File: src/rtl/tt_pkg.sv
package tt_pkg;

    localparam int SETS      = 1024;
    localparam int WAYS      = 4;
    localparam int NODE_BITS = 16;

    localparam int  SET_W     = $clog2(SETS);
    localparam int  WAY_W     = (WAYS > 1) ? $clog2(WAYS) : 1;
    localparam int  NODE_W    = (NODE_BITS < 16) ? NODE_BITS : 16;
    localparam bit  SETS_POW2 = ((SETS & (SETS - 1)) == 0);

    localparam logic [31:0] TIME_MAX = 32'hFFFF_FFFF;

    typedef enum logic [1:0] {
        OP_LOOKUP = 2'd0,
        OP_INSERT = 2'd1,
        OP_REMOVE = 2'd2,
        OP_NOP    = 2'd3
    } t_op;

    typedef struct packed {
        logic [1:0]         op;
        logic signed [63:0] key;
        logic [3:0]         transform_in;
        logic [15:0]        node_in;
    } t_in;

    typedef struct packed {
        logic        hit;
        logic [1:0]  way_out;
        logic [3:0]  transform_out;
        logic [15:0] node_out;
        logic        took_free_slot;
        logic [31:0] live_count;
        logic [31:0] eviction_count;
    } t_out;

    typedef struct packed {
        logic [63:0]       key;
        logic [3:0]        tr;
        logic [NODE_W-1:0] node;
        logic [31:0]       lu;
    } t_entry;

    typedef t_entry [WAYS-1:0] t_row;

    typedef struct packed {
        logic             done;
        logic [SET_W-1:0] set;
    } t_idx;

    typedef struct packed {
        logic             found;
        logic [WAY_W-1:0] hit_way;
        logic [WAY_W-1:0] best_way;
        logic             best_empty;
    } t_scan;

endpackage

File: src/rtl/tt_way_scan.sv
module tt_way_scan
    import tt_pkg::*;
(
    input  logic              i_clk,
    input  logic              i_step,
    input  logic              i_init,
    input  logic [WAY_W-1:0]  i_way,
    input  logic [1:0]        i_op,
    input  logic [63:0]       i_key,
    input  logic [NODE_W-1:0] i_node,
    input  t_entry            i_entry,
    output t_scan             o_scan
);

    logic             r_found;
    logic [WAY_W-1:0] r_hit_way;
    logic [WAY_W-1:0] r_best_way;
    logic [31:0]      r_best_time;
    logic             match;

    // Live entry with equal key; remove also needs the node handle to agree.
    always_comb begin
        match = (i_entry.lu != 32'd0) && (i_entry.key == i_key);
        if (i_op == OP_REMOVE && i_entry.node != i_node) begin
            match = 1'b0;
        end
    end

    always_ff @(posedge i_clk) begin
        if (i_step) begin
            if (i_init) begin
                r_found     <= match;
                r_hit_way   <= i_way;
                r_best_way  <= i_way;
                r_best_time <= i_entry.lu;
            end else begin
                if (!r_found && match) begin
                    r_found   <= 1'b1;
                    r_hit_way <= i_way;
                end
                if (i_entry.lu < r_best_time) begin
                    r_best_way  <= i_way;
                    r_best_time <= i_entry.lu;
                end
            end
        end
    end

    assign o_scan.found      = r_found;
    assign o_scan.hit_way    = r_hit_way;
    assign o_scan.best_way   = r_best_way;
    assign o_scan.best_empty = (r_best_time == 32'd0);

endmodule

File: config.mk
export PLATFORM = sky130hd
export DESIGN_NAME = tt_way_scan
export DESIGN_NICKNAME = d
export VERILOG_FILES = /design/src/rtl/tt_pkg.sv /design/src/rtl/tt_way_scan.sv
export SDC_FILE = /design/constraint.sdc
export NUM_CORES = 1
export LEC_CHECK = 0
export BUFFER_PORTS_ARGS = -buffer_cell sky130_fd_sc_hd__clkbuf_2
export CAP_MARGIN = 20
export CORE_UTILIZATION = 38
export DETAILED_ROUTE_END_ITERATION = 10
export GPL_TIMING_DRIVEN = 0
export PLACE_DENSITY = 0.89
export SYNTH_ARGS = -nofsm -noshare
export SYNTH_HDL_FRONTEND = slang
export SYNTH_SLANG_ARGS = --single-unit
File: constraint.sdc
create_clock -name i_clk -period 3.6 [get_ports i_clk]
set_input_delay 0.18 -clock i_clk [delete_from_list [all_inputs] [get_ports i_clk]]
set_output_delay 0.18 -clock i_clk [all_outputs]
set_load 0.01 [all_outputs]
Word level (Yosys, flattened, before mapping)
Cells that the tools add are included.

cells by class
  magnitude comparators = 1
  eq/ne operators = 3
  multiplexer cells = 9
  reduce and logical (&&, ||, !) cells = 10

operators with widths
  operator                                     number
  equality test 64 bit                         1
  2-to-1 mux 32 bit                            2
  logical NOT 32 bit                           1
  < comparator 32 bit                          1
  nonzero test 32 bit                          1
  inequality test 16 bit                       1
  2-to-1 mux 2 bit                             4
  AND reduction 2 bit                          2
  nonzero test 2 bit                           2
  logical AND 1 bit                            3
  2-to-1 mux 1 bit                             3
  equality test 2 bit (second input constant)  1
  logical NOT 1 bit                            1

word-level totals
  bits in registers = 37
  input port bits = 203
  output and inout bits = 6
  logic and storage cells = 27

Logic depth before layout (Yosys ltp)
  depth in word-level cells = 6
  mapped depth = 8
  mapped depth without buffers = 8

Worst setup path after synthesis
OpenSTA, ideal clock, no wires.

  path kind = register to register
  from = register r_best_time[1]
  to = register r_best_time[0], enable pin
  setup time = 446 ps
  arrival = 3222 ps
  data required time = 3154 ps
  path slack = -68 ps
  stages on the path, launching flop included = 8
  path buffers = 0
  period minus slack after synthesis = 3668 ps
  path through = edfxtp_1 inv_1 ha_1 a2111oi_0 o211ai_1 a21oi_1 o21ai_1 a31oi_1

on the way
  word-level cells in the longest chain between the ends = 3

RTL lines
  what                                  RTL line           RTL
  start, declared                       tt_way_scan.sv:18  logic [31:0] r_best_time;
  start signal, assigned                tt_way_scan.sv:35  r_best_time <= i_entry.lu;
  start signal, assigned                tt_way_scan.sv:43  r_best_time <= i_entry.lu;
  < comparator 32 bit                   tt_way_scan.sv:41  if (i_entry.lu < r_best_time) begin
  nonzero test 2 bit (no source line)   --
  AND reduction 2 bit (no source line)  --

Every way passes these cells.
A chain may end at the register's enable or synchronous reset.

Final worst setup path
  from = register r_best_time[1]
  to = register r_best_time[13], enable pin

The elaborated chain is that of the path after synthesis.

==> summary.txt <==
STA
  – Final setup violation count: 0
  – Unrepaired setup endpoints after global routing: false
  – Worst Hold Margin: around 0.071 ns
  – Slew Limit Fails: 0
  – Largest clock skew in the final design: 0.00798 ns
  – Total negative setup slack: 0 ns
  – Post-route clock period utilization: just over 70%
  – F_max: 383 MHz
  – Slew at the pin with the worst max-slew slack: 0.689 ns
  – Worst slew margin relative to its limit: 53.7%
  – Number of hold-slack violations in the final timing report: 0
  – Clock period minus final worst setup slack: 2.61 ns

CTS
  – Number of buffers added for setup after CTS: 0
  – Clk root buf: clkbuf_8
  – Worst-Skew Late Latency: 0.30 ns
  – Number of clock sinks: 37
  – CTS resizes: 0
  – Number of buffers on the longest clock path: 2
  – Clock buffer count from CTS: 5
  – CTS tree: yes
  – H-tree depth: 2
  – Clock Pin Slew Worst Setup and Hold Paths: approximately 0.080 ns
  – Hold buffers post-CTS: 0

Drt
  – Via-per-instance ratio: 5.26
  – Drt wl/cell: 18.6 um
  – Overall routed net length: 11100 um
  – Post-route antenna net violation count: 0
  – Number of detailed-routing iterations run before antenna repair: 4
  – Remaining design rule violation count: 0
  – Detailed Route Iter0 Violations: 133
  – Vias after detailed routing: approximately 3100

Yosys
  – Per-instance average area after synthesis: a little over 10 um2
  – Part of the Yosys area used for sequential elements: 37.6%
  – Synthesized Nets: 520
  – Syn Inst Count: 286
  – Primary flip-flop cell chosen by synthesis mapping: edfxtp_1
  – Count of different cell masters after synthesis: 32
  – Total standard cell area after synthesis: 2950 um2
  – Count of flip-flops with a built-in enable after synthesis: 37
  – Syn. warnings: 0
  – Flip-flop and latch count after synthesis: 37
  – Share of async-settable or async-resettable flops after synthesis: 0%

Pwr
  – Total power draw: 1.27 mW
  – Part of the total power dissipated in the clock network: 29.4%
  – Power per cell area: just under 300 nW/um2
  – Switching power summed over all nets: 0.358 mW
  – Leakage Power: ~2.0 nW
  – Part of the total power dissipated in sequential elements: a little over two fifths
  – Internal: 0.908 mW
  – Switching part of the total power: 28.3%
  – Combinational share of power: 29.1%
  – VDD IR max: 0.000145 V

Flow run
  – Max-cap viol count: 0

Critical path
  – R2r endpoint: r_best_time[13]$_DFFE_PP_
  – Crit path max fanout: 24
  – Crit path arrival time: around 2.6 ns
  – Start point of the critical path: r_best_time[1]$_DFFE_PP_
  – Path type of the worst setup path: reg -> reg
  – Reg2reg setup slack: slightly below 1 ns
  – Worst reg2reg startpoint: r_best_time[1]$_DFFE_PP_
  – Worst setup SP type: flip-flop
  – Element type at the critical path end: flip-flop
  – Critical Path RT: 3.61 ns
  – Path depth of the worst reg2reg path: 8

Worst hold path
  – Worst hold path stage count: 1
  – Worst Hold Endpoint: r_hit_way[1]$_DFFE_PP_
  – Hold wc startpoint: i_way[1]
  – Worst hold-check path type: in -> reg

Floorplan
  – Die outline height: 90.2 um
  – Floorplan row count: 31
  – Die W: 90.2 um
  – I/O pin cnt: 209
  – Initial Utilization: 40.1%
  – Core outline area: between 7000 and 8000 um2
  – Full die area: 8130 um2

Layout
  – # diodes: 0
  – Number of filler instances in the final layout: around 640
  – Final nets: 732
  – Share of cells above drive strength 1: between 40% and 50%
  – Design area: 4260 um2
  – Signed area change from the synthesized netlist to the final layout: 44.1%

GRT
  – Largest net degree at the start of global routing: 25
  – Most Crowded Layer GR: met2
  – Met1 usage in global routing: 31.7%
  – Number of antenna violations at the first check in global routing: 0
  – Met2 capacity usage during global routing: 47.9%
  – Total global-route track usage: between 20% and 30%
  – Via count of the first global-routing pass: approximately 3300
  – Global-route wire length before repair: 16700 um
  – GRT Residual Overflow: 0
  – Met3 track demand over resource: under 10%

Outcome
  – Outcome: complete, no violations

Placed design
  – Half-perimeter wire length of the detailed placement result: 9860 um
  – Count of input and output buffers: 204
  – Instance area after placement: around 4100 um2
  – Final RePlAce weighted congestion: 0.943
## registers in the layout, summed over array words and instances, names as in the netlist
name / flops
r_best_time: 32
r_best_way: 2
r_hit_way: 2
r_found: 1
## cell usage in the layout (no fill, tap or decap), types with 2 or more instances in the layout
cell type,synthesis,final
o21ai_0,3,3
nor2_1,5,5
clkbuf_2,0,204
xor2_1,9,9
xnor2_1,65,65
nand3_1,3,3
nand4_1,26,26
inv_1,39,39
o21ai_1,3,3
a21oi_1,12,12
a21o_1,2,2
ha_1,31,31
a211oi_1,2,2
o22ai_1,2,2
o21a_1,2,2
nor4_1,23,23
clkbuf_8,0,5
nand2_1,7,7
edfxtp_1,37,37
## area by class of cell
type                       instances  area (um2)  area share (%)
multi-input combinational        209        1700            40.0
sequential                        37        1110            26.1
timing repair buffer             205        1050            24.6
inverter                          39         146            3.44
tap                               99         124            2.91
clock buffer                       5        68.8            1.62
clock inverter                     3        46.3            1.09
buffer                             1        7.51           0.176
## layer usage
layer | part of all wire (%) | vias up
met5 | 0 | -
met4 | 4.0 | 0
met3 | 7.7 | 36
met2 | 51 | 161
met1 | 38 | 1473
li1 | - | 1476
## power groups by stage
stage	clock network (mW)	logic [mW]	registers, mW
after CTS	0.375	0.367	0.526
after global placement	0	0.338	0.534
after detailed placement	0	0.364	0.535
after floorplan	0	0.171	0.532
final	0.372	0.368	0.526
after global routing	0.390	0.403	0.530
## kinds of logic after synthesis
logic type | after synthesis | share of synthesized area (%)
xor+xnor | 74 | 21.9
simple gates | 68 | 14.2
buf+inv | 40 | 5.21
flops | 37 | 37.6
compound gates | 36 | 7.88
fa+ha+maj | 31 | 13.1
## cells in the mapped netlist (5+ instances only)
library cell	n	area [um2]
edfxtp_1	37	1110
xnor2_1	65	569
inv_1	39	146
nor4_1	23	144
ha_1	31	388
nor2_1	5	18.8
a21oi_1	12	60.1
nand4_1	26	163
nand2_1	7	26.3
xor2_1	9	78.8
## critical path: stages (launching register included)
cell,delay [ns]
edfxtp_1,0.40
inv_1,0.08
ha_1,0.22
a2111oi_0,0.39
o211ai_1,0.16
a21oi_1,0.18
o21ai_1,0.14
a31oi_4,0.48
buf_16,0.24
## worst max path at each step
stage | endpoint | slack [ns] | cells after the start
global placement | r_best_time[26]$_DFFE_PP_ | 0.19 | 7
detailed placement | r_best_time[20]$_DFFE_PP_ | 0.98 | 8
global route | r_best_time[20]$_DFFE_PP_ | 0.84 | 8
CTS | r_best_time[21]$_DFFE_PP_ | 0.97 | 8
floorplan | r_best_time[0]$_DFFE_PP_ | 0.74 | 7
finish | r_best_time[13]$_DFFE_PP_ | 0.99 | 8
## stage by stage
| stage | cells | utilization, % | setup WS (ns) |
|---|---|---|---|
| final | 598 | 57.7 | 0.990 |
| after global routing | 598 | 57.7 | 0.835 |
| after CTS | 598 | 57.7 | 0.969 |
| after detailed placement | 590 | 56.2 | 0.982 |
| after global placement | 589 | 55.7 | 0.192 |
| after floorplan | 286 | - | 0.743 |
(Power assumes the default switching activity.)
