$ cat config.mk
export PLATFORM = sky130hd
export DESIGN_NAME = tt_set_index
export DESIGN_NICKNAME = d
export VERILOG_FILES = /design/src/rtl/tt_pkg.sv /design/src/rtl/tt_set_index.sv
export SDC_FILE = /design/constraint.sdc
export NUM_CORES = 1
export LEC_CHECK = 0
export BUFFER_PORTS_ARGS = -buffer_cell sky130_fd_sc_hd__buf_2
export CAP_MARGIN = 20
export CORE_MARGIN = 2
export CORE_UTILIZATION = 23
export CTS_BUF_LIST = sky130_fd_sc_hd__clkbuf_16
export CTS_CLUSTER_DIAMETER = 150
export DETAILED_ROUTE_END_ITERATION = 16
export HOLD_SLACK_MARGIN = 0.15
export PLACE_DENSITY = 0.78
export SLEW_MARGIN = 0
export SYNTH_ARGS = -nofsm -noshare
export SYNTH_HDL_FRONTEND = slang
export SYNTH_SLANG_ARGS = --single-unit
$ cat constraint.sdc
create_clock -name i_clk -period 1.25 [get_ports i_clk]
set_clock_uncertainty 0.2 [all_clocks]
set_input_delay 0 -clock i_clk [delete_from_list [all_inputs] [get_ports i_clk]]
set_output_delay 0 -clock i_clk [all_outputs]
set_load 0.02 [all_outputs]
$ cat src/rtl/tt_pkg.sv
package tt_pkg;

    localparam int SETS      = 1024;
    localparam int WAYS      = 4;
    localparam int NODE_BITS = 16;

    localparam int  SET_W     = $clog2(SETS);
    localparam int  WAY_W     = (WAYS > 1) ? $clog2(WAYS) : 1;
    localparam int  NODE_W    = (NODE_BITS < 16) ? NODE_BITS : 16;
    localparam bit  SETS_POW2 = ((SETS & (SETS - 1)) == 0);

    localparam logic [31:0] TIME_MAX = 32'hFFFF_FFFF;

    typedef enum logic [1:0] {
        OP_LOOKUP = 2'd0,
        OP_INSERT = 2'd1,
        OP_REMOVE = 2'd2,
        OP_NOP    = 2'd3
    } t_op;

    typedef struct packed {
        logic [1:0]         op;
        logic signed [63:0] key;
        logic [3:0]         transform_in;
        logic [15:0]        node_in;
    } t_in;

    typedef struct packed {
        logic        hit;
        logic [1:0]  way_out;
        logic [3:0]  transform_out;
        logic [15:0] node_out;
        logic        took_free_slot;
        logic [31:0] live_count;
        logic [31:0] eviction_count;
    } t_out;

    typedef struct packed {
        logic [63:0]       key;
        logic [3:0]        tr;
        logic [NODE_W-1:0] node;
        logic [31:0]       lu;
    } t_entry;

    typedef t_entry [WAYS-1:0] t_row;

    typedef struct packed {
        logic             done;
        logic [SET_W-1:0] set;
    } t_idx;

    typedef struct packed {
        logic             found;
        logic [WAY_W-1:0] hit_way;
        logic [WAY_W-1:0] best_way;
        logic             best_empty;
    } t_scan;

endpackage

$ cat src/rtl/tt_set_index.sv
module tt_set_index
    import tt_pkg::*;
(
    input  logic        i_clk,
    input  logic        i_rst_n,
    input  logic        i_start,
    input  logic [63:0] i_key,
    output t_idx        o_idx
);

    generate
        if (SETS_POW2) begin : g_mask
            logic [SET_W-1:0] r_set;
            logic             r_done;

            always_ff @(posedge i_clk) begin
                if (i_start) begin
                    r_set <= i_key[SET_W-1:0];
                end
            end

            always_ff @(posedge i_clk) begin
                if (!i_rst_n) begin
                    r_done <= 1'b0;
                end else if (i_start) begin
                    r_done <= 1'b1;
                end
            end

            assign o_idx.done = r_done;
            assign o_idx.set  = r_set;
        end else begin : g_reduce
            localparam logic [SET_W:0] SETS_EXT = (SET_W + 1)'(SETS);

            logic [63:0]      r_key;
            logic [SET_W-1:0] r_rem;
            logic [SET_W-1:0] n_rem;
            logic [3:0]       r_cnt;
            logic             r_busy;
            logic             r_done;

            // Reduce four key bits per cycle, MSB first, one compare-subtract each.
            always_comb begin
                logic [SET_W:0]   v;
                logic [SET_W-1:0] t;
                t = r_rem;
                for (int j = 0; j < 4; j++) begin
                    v = {t, r_key[63-j]};
                    if (v >= SETS_EXT) begin
                        v = v - SETS_EXT;
                    end
                    t = v[SET_W-1:0];
                end
                n_rem = t;
            end

            always_ff @(posedge i_clk) begin
                if (i_start) begin
                    r_key <= i_key;
                    r_rem <= '0;
                    r_cnt <= '0;
                end else if (r_busy) begin
                    r_key <= r_key << 4;
                    r_rem <= n_rem;
                    r_cnt <= r_cnt + 4'd1;
                end
            end

            always_ff @(posedge i_clk) begin
                if (!i_rst_n) begin
                    r_busy <= 1'b0;
                    r_done <= 1'b0;
                end else if (i_start) begin
                    r_busy <= 1'b1;
                    r_done <= 1'b0;
                end else if (r_busy && r_cnt == 4'd15) begin
                    r_busy <= 1'b0;
                    r_done <= 1'b1;
                end
            end

            assign o_idx.done = r_done;
            assign o_idx.set  = r_rem;
        end
    endgenerate

endmodule

======== Yosys cells after proc, flatten, opt, wreduce, memory -nomap -nowiden ========
Cells that the tools add are included.
word-level totals
  output and inout port bits .............. 11
  register bits after elaboration ......... 11
  logic and storage cells ................. 2

======== Depth between registers and ports, before layout ========
Gate-level depths: netlist of run 1.
  depth after elaboration ................. 0
  mapped depth ............................ 1

======== Worst setup path before layout of run 1 ========
No wires, ideal clock.
  path kind ............................... register -> register
  from .................................... reg, netlist name g_mask.r_done
  to ...................................... reg g_mask.r_done
  arrival time ............................ 0.449 ns
  path slack .............................. 0.486 ns
  stages on the path, launching flop included .. 2
  data required time ...................... 0.935 ns
  cell sequence ........................... dfxtp_1 > o21a_1
RTL lines
  what                  line                source
  to (signal assigned)  tt_set_index.sv:24  r_done <= 1'b0;
  to (signal assigned)  tt_set_index.sv:26  r_done <= 1'b1;
  to (decl)             tt_set_index.sv:14  logic r_done;

======== Final worst setup path of run 1 ========
  from .................................... in i_start
  to ...................................... reg g_mask.r_set[5], enable pin
RTL lines
  what                  line                source
  from (decl)           tt_set_index.sv:6   input logic i_start,
  to (signal assigned)  tt_set_index.sv:18  r_set <= i_key[SET_W-1:0];
  to (decl)             tt_set_index.sv:13  logic [SET_W-1:0] r_set;
No word-level cell between the ends.

==> flow_summary.ini, run 1 <==
[power_and_ir_drop]
netSwitchingFraction = 0.1887
power.net_switching_w = 0.0002117
worst_ir_drop_vdd_mv = 0.8072
total_leakage_power_nw = 0.2920
pwr_density_cell_nw_per_um2 = 1698
internal_power_w = 0.0009099
combPwrFrac = 0.105
seq_power_share = 0.393
clockPowerShare = 0.502

[yosys]
leading_area_contributor_after_synthesis = sky130_fd_sc_hd__edfxtp_1
yosysTopAreaCellShare = 0.8955
ys_ff_latch = 11
netlist_instances = 13
netlist_top_cells_area = sky130_fd_sc_hd__edfxtp_1 (90%), sky130_fd_sc_hd__dfxtp_1 (6.0%), sky130_fd_sc_hd__buf_4 (2.2%), sky130_fd_sc_hd__o21a_1 (2.2%)
synth_cell_types = 4
mappedNetlistNets = 80
post_synth_instance_area_sq_um = 335.3
syn_area_per_cell_sq_um = 25.79
ys_warn_count = 0
synth_seq_area_share = 0.9552

[clock_tree]
clock_tree.htree_level_count = 1
clk_path_buf_depth = 2
cts-buffers-inserted = 3
cts.clk_slew.worst_paths_ns = 0.04
cts.repair_timing.setup_buffer_count = 0
later_pin_clock_latency_in_the_skew_report_ns = 0.23
cts.sinks = 11
ctsResizeCount = 0
cts_tree = done
root_driver = sky130_fd_sc_hd__clkbuf_16

[timing]
setup_viol_count_final = 0
transition_time_at_the_pin_with_the_least_slew_margin_ns = 0.2371
hold_ws_ns = 0.2669
layout_worst_path_cycle_share = 0.8472
finalSetupTns_ns = 0
finalHoldViolCount = 0
maxSlewViolCount = 0
finalWorstPathRequiredPeriod_ns = 1.059
maxSlewHeadroom = 0.8419
rsz0062_at_grt = false
max_clock_freq_ghz = 0.9443

[critical_path]
regToRegSetupSlack_ns = 0.47
worstPathCellList = dlygate4sd3_1 -> buf_2
cpPeakStageDelay_ns = 0.53
critical_path_peak_fanout = 11
worstSetupPathType = in2reg
path_delay_family = buffers and inverters
ff2ff_path_depth = 1
capturing_point_of_the_worst_reg2reg_path = g_mask.r_done
arrival_time_reported_for_the_critical_path_endpoint_ns = 0.78
cp-start-kind = primary input
reg2reg_from = g_mask.r_done
cp-end-kind = flip-flop
slowest_cell_on_the_critical_path = sky130_fd_sc_hd__dlygate4sd3_1
worstPathRequired_ns = 0.97
path_buf_inv = 2

[floorplan]
coreArea_sq_um = 1334
design.die.area_sq_um = 1779
fp.dieH_microns = 42.18
effective_utilization_at_floorplan = 0.2514
chipWidth_microns = 42.18
num_rows = 13
boundary_pins = 78

[routing]
via_per_inst = 3.833
avgRoutedWirePerCell_microns = 10.47
route.detailed.drc = 0
drt_pre_antenna_iters = 2
drt-total-wl_microns = 691
route.vias.total = 253
detailedRoute.firstIterationViolations = 3
drtAntennaViolNets = 0

[layout]
antenna-diode-count = 0
footprint_of_the_multi_input_gates_sq_um = 7.507
final_net_count = 119
layout.cells.most_common = sky130_fd_sc_hd__buf_2
final.fill_count = 125
synth_to_final_area_change_pct = 97.01
most-common-layout-cells = sky130_fd_sc_hd__buf_2 (23), sky130_fd_sc_hd__dlygate4sd3_1 (12), sky130_fd_sc_hd__edfxtp_1 (10), sky130_fd_sc_hd__clkbuf_16 (3)
ff_latch_area_sq_um = 320.3
drive_gt1_frac = 0.5098

[placement]
io_buffers = 23
globalplace.congestion = 0.6810

[global_routing]
grt_antenna_before_repair = 0
vias_in_the_first_global_route = 262
grt-ovfl-total = 0
globalRouteTotalUtil = 0.08871
global_route_wire_length_before_repair_microns = 1062
grt_start_max_net_pins = 12

[min_path]
holdCritPathClass = reg2reg
hold_path.startpoint = g_mask.r_done
holdPathStages = 1
holdPathEnd = g_mask.r_done

[status]
result_of_the_run = complete, no violations

[run]
maxCapViolCount = 0
[per-stage QoR]
stage	instance area, sq um	utilization	std cells	power (W)	setup slack [ns]
after floorplan	335.3	-	13	0.0004912	0.4861
after global placement	461.7	0.3462	50	0.0005348	0.4823
after detailed placement	461.7	0.3462	50	0.0005374	0.4762
after CTS	660.6	0.4953	66	0.001134	0.1882
after global routing	660.6	0.4953	66	0.001171	0.1684
final	660.6	0.4953	66	0.001122	0.1910
[layout make-up]
cell class              count  share of cell area
clock buffers               3              0.1136
well taps                  15             0.02841
multi-input cells           1             0.01136
repair buffers             35              0.3561
clock inverters             1            0.005682
flip-flops and latches     11              0.4848
[registers in the layout, summed over array words and instances (netlist names)]
| signal | flops |
|---|---|
| g_mask.r_done | 1 |
| g_mask.r_set | 10 |
[routing by layer]
layer | vias up | share of wire | track usage
met5 | - | 0 | 0
met4 | 0 | 0.020 | 0.09375
met3 | 2 | 0.16 | 0.04741
met2 | 27 | 0.36 | 0.1200
met1 | 99 | 0.45 | 0.09214
li1 | 125 | - | -
[synth_stat cells, drive strengths merged]
library cell  instances
edfxtp               10
buf                   1
dfxtp                 1
o21a                  1
[power by group through the flow]
stage	combinational [W]	clock, W	sequential (W)
4_1_cts	0.000119	0.000574	0.000441
6_report	0.000118	0.000563	0.000441
5_1_grt	0.000126	0.000603	0.000442
3_5_place_dp	0.0000903	0	0.000447
2_1_floorplan	0.00000780	0	0.000483
3_3_place_gp	0.0000891	0	0.000446
[cell families (layout without fill, tap and decap cells)]
| family | Yosys count | count (layout) | synth area share |
|---|---|---|---|
| flip-flops | 11 | 11 | 0.9552 |
| AO/OA/AOI/OAI | 1 | 1 | 0.02240 |
| buffers and inverters | 1 | 39 | 0.02240 |
[worst max-delay path by stage]
stage                       start               to  slack (ns)  cells past startpoint
detailed placement  g_mask.r_done    g_mask.r_done        0.48                      1
global placement    g_mask.r_done    g_mask.r_done        0.48                      1
floorplan           g_mask.r_done    g_mask.r_done        0.49                      1
CTS                       i_start  g_mask.r_set[5]        0.19                      2
global route              i_start  g_mask.r_set[0]        0.17                      2
finish                    i_start  g_mask.r_set[5]        0.19                      2
[timing repair]
| action | in CTS | in global routing |
|---|---|---|
| endpoints found under the setup margin | 0 | 0 |
| hold buffers | 12 | 0 |
| endpoints found under the hold margin | 21 | 0 |
Note: power is estimated with default switching activity, not from simulation.
==> run 2: changes to the inputs <==
--- a/config.mk
+++ b/config.mk
@@ -8,12 +8,12 @@
 export BUFFER_PORTS_ARGS = -buffer_cell sky130_fd_sc_hd__buf_2
 export CAP_MARGIN = 20
 export CORE_MARGIN = 2
-export CORE_UTILIZATION = 23
+export CORE_UTILIZATION = 21
 export CTS_BUF_LIST = sky130_fd_sc_hd__clkbuf_16
 export CTS_CLUSTER_DIAMETER = 150
 export DETAILED_ROUTE_END_ITERATION = 16
 export HOLD_SLACK_MARGIN = 0.15
-export PLACE_DENSITY = 0.78
+export PLACE_DENSITY = 0.72
 export SLEW_MARGIN = 0
 export SYNTH_ARGS = -nofsm -noshare
 export SYNTH_HDL_FRONTEND = slang
==> constraint.sdc (replaced) <==
create_clock -name i_clk -period 1.05 [get_ports i_clk]
set_clock_uncertainty 0.2 [all_clocks]
set_input_delay 0 -clock i_clk [delete_from_list [all_inputs] [get_ports i_clk]]
set_output_delay 0 -clock i_clk [all_outputs]
set_load 0.02 [all_outputs]
==> run 2 against run 1 <==
Die area increased by 8.6%. Non-clock buffer count unchanged. Largest cell class unchanged. Power is 20% higher. Largest power group unchanged. Cell count grew 1.5%. Design area is 0.76% higher. Critical path type unchanged. Clock power is 20% higher. First-iteration DRC count rose by 100%. Critical path depth did not move. Via count increased by 3.6%. Global-route usage is 1.3 points higher. Critical endpoint is now g_mask.r_set[0]. Worst hold slack improved by 0.0042 ns.
==> flow_summary.ini, run 2 (synthesized netlist as in run 1, its figures left out) <==
[floorplan]
num_rows = 14
chipWidth_microns = 43.96
fp.dieH_microns = 43.96
effective_utilization_at_floorplan = 0.2226
coreArea_sq_um = 1506
boundary_pins = 78
design.die.area_sq_um = 1932

[global_routing]
grt_start_max_net_pins = 12
globalRouteTotalUtil = 0.1013
vias_in_the_first_global_route = 296
grt_antenna_before_repair = 0
grt-ovfl-total = 0
global_route_wire_length_before_repair_microns = 1255

[routing]
via_per_inst = 3.910
drt-total-wl_microns = 812
detailedRoute.firstIterationViolations = 6
drtAntennaViolNets = 0
avgRoutedWirePerCell_microns = 12.12
route.detailed.drc = 0
route.vias.total = 262
drt_pre_antenna_iters = 4

[timing]
transition_time_at_the_pin_with_the_least_slew_margin_ns = 0.1463
maxSlewHeadroom = 0.9024
maxSlewViolCount = 0
finalHoldViolCount = 0
rsz0062_at_grt = false
finalWorstPathRequiredPeriod_ns = 1.008
finalSetupTns_ns = 0
layout_worst_path_cycle_share = 0.9598
setup_viol_count_final = 0
max_clock_freq_ghz = 0.9922

[layout]
layout.core_utilization = 0.4419
flip_flop_count_of_the_largest_register_all_copies_and_words_added = 10
drive_gt1_frac = 0.5294
final_net_count = 119
antenna-diode-count = 0
reg.largest.list = g_mask.r_set x10, g_mask.r_done x1
design_area_sq_um = 665.6
most-common-layout-cells = sky130_fd_sc_hd__buf_2 (22), sky130_fd_sc_hd__dlygate4sd3_1 (12), sky130_fd_sc_hd__edfxtp_1 (10), sky130_fd_sc_hd__clkbuf_16 (3)
layout.cells.most_common = sky130_fd_sc_hd__buf_2
synth_to_final_area_change_pct = 98.51
largest_register = g_mask.r_set

[placement]
globalplace.congestion = 0.7222
dpl_cell_area_sq_um = 462.9
io_buffers = 23

[clock_tree]
cts.clk_slew.worst_paths_ns = 0.04
cts-buffers-inserted = 3
clk_path_buf_depth = 2
cts.sinks = 11
root_driver = sky130_fd_sc_hd__clkbuf_16
cts.repair_timing.setup_buffer_count = 0
later_pin_clock_latency_in_the_skew_report_ns = 0.23
clock_tree.htree_level_count = 1
cts_tree = done

[critical_path]
slowest_cell_on_the_critical_path = sky130_fd_sc_hd__dlygate4sd3_1
path_delay_family = buffers and inverters
path_buf_inv = 2
worstSetupPathType = in2reg
capturing_point_of_the_worst_reg2reg_path = g_mask.r_done
cpPeakStageDelay_ns = 0.53
reg2reg_from = g_mask.r_done
critical_path_peak_fanout = 11
cp-end-kind = flip-flop
worstPathRequired_ns = 0.78
cp-start-kind = primary input
regToRegSetupSlack_ns = 0.25
arrival_time_reported_for_the_critical_path_endpoint_ns = 0.74
source_of_the_critical_timing_path = i_start
ff2ff_path_depth = 1
path_depth = 2
worstPathCellList = dlygate4sd3_1 -> clkbuf_4
timing.critical_path.to = g_mask.r_set[0]

[run]
maxCapViolCount = 0

[min_path]
holdCritPathClass = in2reg

[power_and_ir_drop]
total_leakage_power_nw = 0.2912
worst_ir_drop_vdd_mv = 1.145
pwr_density_cell_nw_per_um2 = 2024

[status]
result_of_the_run = complete, no violations
==> run 2: cell types whose count changed in the layout (fill, tap and decap cells not counted), sizes merged <==
cell / before / now
clkinv: 0 / 1
buf: 23 / 22
inv: 1 / 0
clkbuf: 3 / 4
==> run 2: worst min path at each step <==
stage / from / to / cells past startpoint
global route: i_key[9] / g_mask.r_set[9] / 2
global placement: i_key[8] / g_mask.r_set[8] / 1
CTS: i_key[3] / g_mask.r_set[3] / 2
finish: i_key[4] / g_mask.r_set[4] / 2
floorplan: i_key[0] / g_mask.r_set[0] / 0
detailed placement: i_key[1] / g_mask.r_set[1] / 1
==> run 2: power breakdown <==
| part | leakage [nW] | switching (W) | internal (W) |
|---|---|---|---|
| Combinational | 0.144 | 0.0000735 | 0.0000686 |
| Clock | 0.0409 | 0.000175 | 0.000503 |
| Sequential | 0.106 | 0.0000101 | 0.000517 |
==> run 2: final cells by class <==
cell class              instances  area (sq um)
clock buffers                   3         75.07
clock inverters                 1         5.005
fillers                       145         840.8
multi-input cells               1         7.507
flip-flops and latches         11         320.3
well taps                      16         20.02
repair buffers                 35         237.7
==> run 2: per-layer routing <==
layer,vias to the layer above,routed length (microns),global-route usage,part of all wire
li1,126,-,-,-
met1,108,325,0.1093,0.40
met2,26,343,0.1529,0.42
met3,2,136,0.05000,0.17
met4,0,6,0.07273,0.0074
met5,-,0,0,0
==> run 2: metrics by stage <==
step	cells	total power, W	setup WS (ns)	hold slack (ns)
global placement	51	0.0006421	0.2594	-0.02123
global route	67	0.001402	0.01571	0.2757
finish	67	0.001347	0.04218	0.2711
CTS	67	0.001361	0.01929	0.2664
detailed placement	51	0.0006428	0.2590	-0.02191
floorplan	13	0.0005847	0.2861	-0.1011
==> run 2: timing repair <==
item                                    CTS  global route
resized for setup                         0             1
endpoints found under the setup margin    0            10
endpoints found under the hold margin    21             0
hold buffers                             12             0
